==> src/hdl/taa_pkg.sv <==
// Shared constants, types and state codes for the triangle area accumulator
package taa_pkg;

    localparam int CoordW    = 32;
    localparam int FracW     = 16;
    localparam int NumCoords = 9;
    localparam int CountW    = 4;
    localparam int FaceVerts = 3;
    localparam int InRawW    = NumCoords * CoordW + CountW;
    localparam int InDataW   = ((InRawW + 7) / 8) * 8;
    localparam int DiffW     = CoordW + 1;
    localparam int MulW      = DiffW + 1;
    localparam int ProdW     = 2 * MulW;
    localparam int HalfW     = DiffW;
    localparam int MagW      = 2 * HalfW;
    localparam int SumW      = 2 * MagW + 2;
    localparam int RootW     = SumW / 2;
    localparam int AreaShift = FracW + 1;
    localparam int AreaW     = RootW - AreaShift;
    localparam int AccW      = 64;
    localparam int IterW     = $clog2(RootW + 1);
    localparam int StepW     = 3;

    // Multiplier sequence, one step per cycle for each cross-product component
    localparam logic [StepW-1:0] StepMulA  = 3'd0;
    localparam logic [StepW-1:0] StepMulB  = 3'd1;
    localparam logic [StepW-1:0] StepDiff  = 3'd2;
    localparam logic [StepW-1:0] StepAbs   = 3'd3;
    localparam logic [StepW-1:0] StepSqLo  = 3'd4;
    localparam logic [StepW-1:0] StepSqMid = 3'd5;
    localparam logic [StepW-1:0] StepSqHi  = 3'd6;
    localparam logic [StepW-1:0] StepLast  = 3'd7;
    localparam logic [1:0]       LastComp  = 2'd2;

    typedef struct packed {
        logic [2:0][DiffW-1:0] d;   // B - A per axis
        logic [2:0][DiffW-1:0] e;   // C - A per axis
        logic                  bad;
        logic                  last;
    } t_face;

    typedef struct packed {
        logic [AccW-1:0] area;
        logic            bad;
    } t_result;

    typedef struct packed {
        logic idle;
        logic emit;
    } t_back_stat;

    typedef enum logic [2:0] {
        ST_IDLE,
        ST_MUL,
        ST_ROOT,
        ST_ACCUM,
        ST_EMIT
    } t_state;

endpackage

==> src/hdl/taa_queue.sv <==
// Two-entry queue between the front stage and the arithmetic back end
module taa_queue (
    input  logic           i_clk,
    input  logic           i_rst_n,
    input  logic           i_push,
    input  taa_pkg::t_face i_data,
    output logic           o_full,
    input  logic           i_pop,
    output logic           o_valid,
    output taa_pkg::t_face o_data
);

    taa_pkg::t_face r_mem [2];
    logic           r_wp;
    logic           r_rp;
    logic [1:0]     r_cnt;
    logic           wr;
    logic           rd;

    assign o_full  = r_cnt == 2'd2;
    assign o_valid = r_cnt != 2'd0;
    assign wr      = i_push && !o_full;
    assign rd      = i_pop && o_valid;
    assign o_data  = r_mem[r_rp];

    // Advance pointers and occupancy
    always_ff @(posedge i_clk) begin
        if (!i_rst_n) begin
            r_wp  <= 1'b0;
            r_rp  <= 1'b0;
            r_cnt <= 2'd0;
        end else begin
            if (wr) begin
                r_wp <= !r_wp;
            end
            if (rd) begin
                r_rp <= !r_rp;
            end
            r_cnt <= r_cnt + {1'b0, wr} - {1'b0, rd};
        end
    end

    always_ff @(posedge i_clk) begin
        if (wr) begin
            r_mem[r_wp] <= i_data;
        end
    end

endmodule

==> config.mk <==
export PLATFORM = sky130hd
export DESIGN_NAME = taa_queue
export DESIGN_NICKNAME = d
export VERILOG_FILES = /design/src/hdl/taa_pkg.sv /design/src/hdl/taa_queue.sv
export SDC_FILE = /design/constraint.sdc
export NUM_CORES = 1
export LEC_CHECK = 0
export BUFFER_PORTS_ARGS = -buffer_cell sky130_fd_sc_hd__buf_2
export CAP_MARGIN = 20
export CORE_UTILIZATION = 41
export DETAILED_ROUTE_END_ITERATION = 6
export PLACE_DENSITY = 0.71
export SLEW_MARGIN = 30
export SYNTH_ARGS = -nofsm -noshare
export SYNTH_HDL_FRONTEND = slang
export SYNTH_SLANG_ARGS = --single-unit
==> constraint.sdc <==
create_clock -name i_clk -period 13.8 [get_ports i_clk]
set_input_delay 2.76 -clock i_clk [delete_from_list [all_inputs] [get_ports i_clk]]
set_output_delay 2.76 -clock i_clk [all_outputs]
set_load 0.01 [all_outputs]
==> impl_results.md <==
* Outcome: finished clean
* Clock period minus worst slack at 5.493 ns
* Vias/cell at 4.753
* CP required at 11.04 ns
* Initial drt markers at 282
* Post-DRT Antenna Nets at 0
* Share of layout cells above drive strength 1 at 60.29%
* Total Die Area at 0.03685 mm^2
* Die height at 192.0 um
* H-tree Lvls at 2
* Clock insertion delay at the later pin of the skew report at 0.54 ns
* Hold_buf cts at 0
* Clock slew at reported path FFs at 0.05 ns
* Die Wd at 192.0 um
* Post-synthesis sequential area ratio at 81.86%
* Drt wl/cell at 18.60 um
* NetSw at 0.0008924 W
* Number of CTS-inserted buffers at 42
* Fin. max-slew vios at 0
* Finished Cell Area at 0.01849 mm^2
* CTS tree: done
* Synth Instances at 648
* Internal Power at 0.002482 W
* Clock buffer depth at 3
* Starting Density at 41.60%
* Routed wire length at 29,340 um
* Period utilisation layout at 39.80%
* Setup TNS at 0 ns
* Crit path DAT at 2.73 ns
* Initial antenna violation count at 3
* Largest net degree at the start of global routing at 81
* Hold crit path type: reg2reg
* Core area at 0.03557 mm^2
* Hold violation total from the final report at 0
* Clock share of power at 30.3%
* Number of remaining DRC errors at 0
* Total congestion overflow at 0
* Area grow syn2layout at 24.98%
* Routability cong. at 0.7602
* Total iterations of the first detailed-routing run at 4
* Relative slew margins at 41.24%
* Setup violators final at 0
* Register-to-Register Path Depth at 5
* Power Dens Cells at 182.5 mW/mm^2
* Vias in the first global route at 7,588
* CTS sink cnt at 405
* PostCTS Resize Cnt at 0
* Least-Margin Pin Slew at 0.8813 ns
* Comb power frac at 22.6%
* Hpwl dp at 19,370 um
* Setup crit start kind: flip-flop
* CTS root buffer: clkbuf_16
* Nets at 1,291
* Ys Warns at 0
* Fmax at 182.1 MHz
* LEAKAGE at 6.858 nW
* Row cnt at 69
* Switching portion of total power at 26.44%
* Setup Skew at 0.01140 ns
* Setup Fix Bufs, Post-CTS at 0
* Number of port buffers at 405
* Flop pwr share at 47.1%
* CP max FO at 57
* Worst Hold Depth at 2
* Top Ports at 406
* Gr usage total at 15.22%
* Synthesis-stage register bit count at 405
* First-pass GRT wire length at 42,070 um
* Max-Cap Viols at 0
* Routed via count at 7,496
* Critical Path End Type: output pin
* Syn_nets at 854
* Mapped cell area at 0.01480 mm^2
* DP Area at 0.01722 mm^2
* Post-synth cell types at 17
* Max VDD drop at 137.0 uV
* Worst flop-to-flop path startpoint: r_cnt[0]$_SDFF_PN0_
* Critical setup path kind: reg2out
* Avg Cell Area, Syn at 22.83 um^2
* RSZ-0062 raised after global routing: no
* HP Start: r_rp$_SDFFE_PN0P_
==> logic make-up after synthesis <==
logic type	Yosys count	share of synthesized area, %
buffers and inverters	25	2.089
multiplexers	201	15.29
adder cells (fa/ha/maj)	2	0.1691
flip-flops	405	81.86
AO/OA/AOI/OAI	1	0.05076
AND/OR/NAND/NOR	11	0.3637
XOR/XNOR	3	0.1776
==> worst max-delay path: stages, from the launching register on <==
cell and delay, ns:
dfxtp_4 0.59, buf_16 0.29, buf_4 0.64, mux2_2 0.42, buf_2 0.15
==> path summary, 6_finish.rpt <==
check / to / slack, ns
hold reg to reg: flip-flop / 0.52
setup reg to reg: r_mem[0][155]$_DFFE_PP_ / 11.10
setup / recovery: o_data[131] / 8.31
hold / removal: flip-flop / 0.52
==> area by class of cell <==
cell class / count / area (um^2)
multi-input cells: 218 / 2387
inverters: 3 / 11.26
fillers: 2932 / 17080
diodes: 3 / 7.507
repair buffers: 415 / 2162
clock inverters: 16 / 106.4
well taps: 461 / 576.8
flip-flops and latches: 405 / 12120
clock buffers: 56 / 1125
==> power groups by stage <==
stage,Combinational [W],Clock (W),Sequential [W]
global route,0.000821,0.00110,0.00160
floorplan,0.000505,0,0.00164
detailed placement,0.000748,0,0.00163
global placement,0.000736,0,0.00163
CTS,0.000754,0.00105,0.00161
finish,0.000762,0.00102,0.00159
==> flip-flops by register name, summed over array words and instances (netlist names), named ones only <==
name,count
r_wp,1
r_mem,400
r_cnt,2
r_rp,1
==> metal layers <==
metal	routed length, um	track usage [%]	vias up
met1	11130	17.43	3726
met5	11	0	-
met4	620	5.861	2
met2	15320	26.08	258
met3	2255	5.280	42
li1	-	-	3468
==> placed cells by master (no fill, tap or decap), types with 4 or more instances in the layout <==
cell type / synthesis / final
buf_2: 0 / 405
mux2_2: 200 / 200
dfxtp_1: 5 / 4
clkinv_2: 0 / 5
clkbuf_16: 0 / 43
edfxtp_1: 400 / 400
buf_4: 0 / 5
clkbuf_1: 0 / 13
clkinv_1: 0 / 7
==> through the flow <==
| step | utilization [%] | setup slack (ns) | power (W) | std cells | hold slack, ns |
|---|---|---|---|---|---|
| floorplan | - | 1.892 | 0.002150 | 648 | 0.4549 |
| finish | 51.99 | 8.307 | 0.003375 | 1577 | 0.5165 |
| CTS | 51.88 | 7.881 | 0.003418 | 1573 | 0.5175 |
| global placement | 48.27 | 8.097 | 0.002361 | 1499 | 0.4976 |
| detailed placement | 48.42 | 8.469 | 0.002383 | 1501 | 0.5082 |
| global route | 51.98 | 8.124 | 0.003523 | 1576 | 0.5602 |
==> cells in the mapped netlist, drive strengths merged <==
cell    instances  area [um^2]
mux2          200         2252
ha              2        25.02
nor2            4        15.01
nand2           2        7.510
xor2            1        8.760
buf             2        22.52
edfxtp        400        12010
dfxtp           5        100.1
or2             1        6.260
nand2b          2        12.51
o21a            1        7.510
mux2i           1        10.01
and2            1        6.260
inv             3        11.26
xnor2           2        17.52
clkbuf         20        275.3
and3            1        6.260
Note: power is estimated with default switching activity, not from simulation.
