$ cat src/hdl/taa_pkg.sv
// Shared constants, types and state codes for the triangle area accumulator
package taa_pkg;

    localparam int CoordW    = 32;
    localparam int FracW     = 16;
    localparam int NumCoords = 9;
    localparam int CountW    = 4;
    localparam int FaceVerts = 3;
    localparam int InRawW    = NumCoords * CoordW + CountW;
    localparam int InDataW   = ((InRawW + 7) / 8) * 8;
    localparam int DiffW     = CoordW + 1;
    localparam int MulW      = DiffW + 1;
    localparam int ProdW     = 2 * MulW;
    localparam int HalfW     = DiffW;
    localparam int MagW      = 2 * HalfW;
    localparam int SumW      = 2 * MagW + 2;
    localparam int RootW     = SumW / 2;
    localparam int AreaShift = FracW + 1;
    localparam int AreaW     = RootW - AreaShift;
    localparam int AccW      = 64;
    localparam int IterW     = $clog2(RootW + 1);
    localparam int StepW     = 3;

    // Multiplier sequence, one step per cycle for each cross-product component
    localparam logic [StepW-1:0] StepMulA  = 3'd0;
    localparam logic [StepW-1:0] StepMulB  = 3'd1;
    localparam logic [StepW-1:0] StepDiff  = 3'd2;
    localparam logic [StepW-1:0] StepAbs   = 3'd3;
    localparam logic [StepW-1:0] StepSqLo  = 3'd4;
    localparam logic [StepW-1:0] StepSqMid = 3'd5;
    localparam logic [StepW-1:0] StepSqHi  = 3'd6;
    localparam logic [StepW-1:0] StepLast  = 3'd7;
    localparam logic [1:0]       LastComp  = 2'd2;

    typedef struct packed {
        logic [2:0][DiffW-1:0] d;   // B - A per axis
        logic [2:0][DiffW-1:0] e;   // C - A per axis
        logic                  bad;
        logic                  last;
    } t_face;

    typedef struct packed {
        logic [AccW-1:0] area;
        logic            bad;
    } t_result;

    typedef struct packed {
        logic idle;
        logic emit;
    } t_back_stat;

    typedef enum logic [2:0] {
        ST_IDLE,
        ST_MUL,
        ST_ROOT,
        ST_ACCUM,
        ST_EMIT
    } t_state;

endpackage

$ cat src/hdl/taa_front.sv
// Front stage: unpack a face, form edge vectors and classify the vertex count
module taa_front (
    input  logic                           i_clk,
    input  logic                           i_rst_n,
    input  logic                           s_axis_tvalid,
    output logic                           s_axis_tready,
    input  logic [taa_pkg::InDataW-1:0]    s_axis_tdata,
    input  logic                           s_axis_tlast,
    output logic                           o_face_valid,
    output taa_pkg::t_face                 o_face,
    input  logic                           i_face_ready
);

    logic           r_valid;
    taa_pkg::t_face r_face;
    taa_pkg::t_face n_face;
    logic           accept;

    assign s_axis_tready = !r_valid || i_face_ready;
    assign accept        = s_axis_tvalid && s_axis_tready;

    // Form B-A and C-A with one guard bit
    always_comb begin
        logic [taa_pkg::CoordW-1:0] va;
        logic [taa_pkg::CoordW-1:0] vb;
        logic [taa_pkg::CoordW-1:0] vc;
        for (int i = 0; i < 3; i++) begin
            va = s_axis_tdata[i*taa_pkg::CoordW +: taa_pkg::CoordW];
            vb = s_axis_tdata[(i+3)*taa_pkg::CoordW +: taa_pkg::CoordW];
            vc = s_axis_tdata[(i+6)*taa_pkg::CoordW +: taa_pkg::CoordW];
            n_face.d[i] = {vb[taa_pkg::CoordW-1], vb} - {va[taa_pkg::CoordW-1], va};
            n_face.e[i] = {vc[taa_pkg::CoordW-1], vc} - {va[taa_pkg::CoordW-1], va};
        end
        n_face.bad  = s_axis_tdata[taa_pkg::NumCoords*taa_pkg::CoordW +: taa_pkg::CountW]
                      != taa_pkg::CountW'(taa_pkg::FaceVerts);
        n_face.last = s_axis_tlast;
    end

    // Hold the staged face until the queue takes it
    always_ff @(posedge i_clk) begin
        if (!i_rst_n) begin
            r_valid <= 1'b0;
        end else if (accept) begin
            r_valid <= 1'b1;
        end else if (i_face_ready) begin
            r_valid <= 1'b0;
        end
    end

    always_ff @(posedge i_clk) begin
        if (accept) begin
            r_face <= n_face;
        end
    end

    assign o_face_valid = r_valid;
    assign o_face       = r_face;

endmodule

$ cat config.mk
export PLATFORM = sky130hd
export DESIGN_NAME = taa_front
export DESIGN_NICKNAME = d
export VERILOG_FILES = /design/src/hdl/taa_pkg.sv /design/src/hdl/taa_front.sv
export SDC_FILE = /design/constraint.sdc
export NUM_CORES = 1
export LEC_CHECK = 0
export ABC_CLOCK_PERIOD_IN_PS = 14800
export BUFFER_PORTS_ARGS = -buffer_cell sky130_fd_sc_hd__buf_2
export CORE_ASPECT_RATIO = 0.7
export CORE_MARGIN = 8
export CORE_UTILIZATION = 45
export DETAILED_ROUTE_END_ITERATION = 10
export GPL_ROUTABILITY_DRIVEN = 0
export HOLD_SLACK_MARGIN = 0.15
export PLACE_DENSITY = 0.72
export SETUP_SLACK_MARGIN = 0.15
export SLEW_MARGIN = 40
export SYNTH_ARGS = -nofsm -noshare
export SYNTH_HDL_FRONTEND = slang
export SYNTH_SLANG_ARGS = --single-unit
$ cat constraint.sdc
create_clock -name i_clk -period 14.8 [get_ports i_clk]
set_input_delay 1.48 -clock i_clk [delete_from_list [all_inputs] [get_ports i_clk]]
set_output_delay 1.48 -clock i_clk [all_outputs]
set_load 0.005 [all_outputs]
==> flow_metrics.py <==
metrics = {
    "clock_network": {
        "postCtsSetupBuffers": 0,
        "cts.path.max_buffers": 3,
        "hold_buffers": 0,
        "cts_root_buf": "clkbuf_16",
        "post_cts_resized": 0,
        "clock-sinks": 201,
        "path_clk_slew_ns": 0.06,
        "cts_tree": "done",
        "clk-insertion-delay-late_ns": 0.53,
        "cts_buffers": 24,
        "htreeDepth": 1,
    },
    "logic_synthesis": {
        "ys.flop_type": "edfxtp_1",
        "synth_edf_count": 200,
        "syn_area_mm2": 0.0161,
        "ys_ff_latch": 201,
        "synthesis.nets": 2165,
        "syn_inst": 1666,
        "ys_async_sr_fraction": 0,
        "synth_warnings": 0,
        "yosysUniqueCellTypes": 75,
        "synth.avg_cell_area_um2": 9.65,
        "ys_seq_area_frac": 0.375,
    },
    "pwr": {
        "pwr-share-seq": 0.390,
        "p_comb_frac": 0.326,
        "p_per_area_mw_per_mm2": 97.6,
        "p_leak_nw": 9.40,
        "vdd_drop_max_uv": 72.1,
        "swShare": 0.318,
        "power_w": 0.00194,
        "p_sw_w": 0.000616,
        "power_frac_clock": 0.284,
        "p_int_w": 0.00132,
    },
    "floorplanning": {
        "die-area_mm2": 0.0421,
        "dieHeight_um": 174,
        "core-area_mm2": 0.0356,
        "start_util": 0.452,
        "die_x_um": 242,
        "placementRows": 58,
        "ioPinCount": 503,
    },
    "worst_setup_path": {
        "crit_fanout": 4,
        "crit_type": "input port to flop",
        "required_ns": 15.07,
        "critPathLaunchType": "input port",
        "slowest_delay_ns": 0.41,
        "endpoint_kind": "flop",
        "cp.arrival_ns": 4.38,
        "cp_slowest_cell": "fa_1",
        "cp_cell_sequence": "buf_2 -> ha_1 -> fa_1 -> nand2b_1 -> a21oi_1 -> o41ai_1 -> o31ai_1 -> a22oi_1 -> o31a_1 -> o21a_1 -> nor4_1 -> nor3_1",
    },
    "sta": {
        "drv_slew": 0,
        "hold_violations": 0,
        "rsz0062_at_grt": "false",
        "clock_skew_ns": 0.0132,
        "relSlewSlack": 0.543,
        "min_period_ns": 4.11,
        "tns_ns": 0,
        "fmax_ghz": 0.243,
        "finalSetupViolations": 0,
        "period_share": 0.278,
        "tightest_slew_ns": 0.685,
    },
    "job": {
        "maxCapViolCount": 0,
    },
    "cells_and_area": {
        "nFillCells": 3095,
        "final_cell_mix": "498 x buf_2, 200 x edfxtp_1, 192 x ha_1",
        "syn_to_final_growth_pct": 23.7,
        "mostFrequentLayoutCell": "buf_2",
        "drive_gt1_frac": 0.249,
        "layout.nets": 2673,
    },
    "routing": {
        "via_count": 15081,
        "wl_per_cell_um": 19.7,
        "first_iter_violations": 1366,
        "wirelength_um": 52700,
        "remaining_drc_errors": 0,
        "drt_first_pass_iters": 6,
        "ant_nets": 0,
        "vias_per_cell": 5.62,
    },
    "global_route": {
        "first_global_vias": 15049,
        "grt_usage": 0.235,
        "grt_overflow_total": 0,
        "grt_pass1_wl_um": 80900,
        "antenna_found_initial": 15,
        "grt_max_degree": 74,
    },
    "placement": {
        "port_buffers": 498,
        "hpwl_um": 43300,
    },
    "hold_path": {
        "worst_hold_path_type": "flop to flop",
    },
    "status": {
        "outcome": "finished, final reports clean",
    },
}
==> power groups by stage <==
stage | Combinational, W | Sequential, W | Clock [W]
finish | 0.000632 | 0.000757 | 0.000550
global route | 0.000693 | 0.000764 | 0.000588
CTS | 0.000628 | 0.000758 | 0.000567
detailed placement | 0.000623 | 0.000769 | 0
global placement | 0.000608 | 0.000768 | 0
floorplan | 0.000383 | 0.000779 | 0
==> critical path, delay by kind of cell <==
kind                     cells  cell delay [ns]
buffers and inverters        1             0.11
adder cells (fa/ha/maj)      2             0.63
AO/OA/AOI/OAI                6             1.60
AND/OR/NAND/NOR              3             0.57
==> cell usage after synthesis, types with 25 or more instances <==
master,count,share of area
a21o_1,94,0.044
xnor2_1,105,0.057
nor2_1,99,0.023
nand3_1,37,0.012
a21oi_1,159,0.050
ha_1,192,0.15
nor2b_1,38,0.015
edfxtp_1,200,0.37
inv_1,151,0.035
nand2b_1,30,0.012
xor2_1,53,0.029
o21a_1,25,0.012
nand2_1,101,0.024
o21ai_0,81,0.025
==> cell families after synthesis <==
family	synth area share
xor gates and xnor gates	0.0861
AOI/OAI and AO/OA	0.214
buffers and inverters	0.0400
and+or+nand+nor	0.127
adders and majority gates	0.157
muxes	0.00125
DFF	0.375
==> metal layers <==
metal,vias up,share of wire,routed length [um],track usage
met5,-,0.00083,44,0
met4,8,0.040,2100,0.0903
met3,144,0.078,4110,0.0566
met2,718,0.48,25600,0.414
met1,7024,0.40,20900,0.275
li1,7187,-,-,-
==> path summary, 6_finish.rpt <==
path / from / end / slack (ns) / cells past startpoint
setup / recovery: s_axis_tdata[32] / o_face[65] / 10.69 / 12
hold / removal: o_face_valid / o_face_valid / 0.55 / 2
setup reg to reg: o_face_valid / o_face[71] / 12.92 / 3
hold reg to reg: o_face_valid / o_face_valid / 0.55 / 2
==> metrics by stage <==
stage / worst slack (ns) / std cells / area, um^2 / hold WS [ns] / util
after floorplan: 8.02 / 1666 / 16100 / 0.537 / -
after global placement: 10.20 / 2627 / 19100 / 0.521 / 0.537
after detailed placement: 10.19 / 2628 / 19100 / 0.550 / 0.538
after CTS: 10.76 / 2670 / 19800 / 0.563 / 0.558
after global routing: 10.51 / 2678 / 19900 / 0.607 / 0.559
final: 10.69 / 2683 / 19900 / 0.552 / 0.559
==> layout make-up <==
class / instances / area [um^2] / area share
timing repair buffer: 501 / 2530 / 0.128
clock buffer: 32 / 631 / 0.0317
inverter: 151 / 567 / 0.0285
antenna: 13 / 32.5 / 0.00164
sequential: 201 / 6030 / 0.303
multi-input combinational: 1295 / 9410 / 0.473
clock inverter: 10 / 78.8 / 0.00397
tap: 480 / 601 / 0.0302
==> sequential cells by signal (all words and copies together) (netlist names) <==
signal        flops
o_face          200
o_face_valid      1
(Power assumes the default switching activity.)
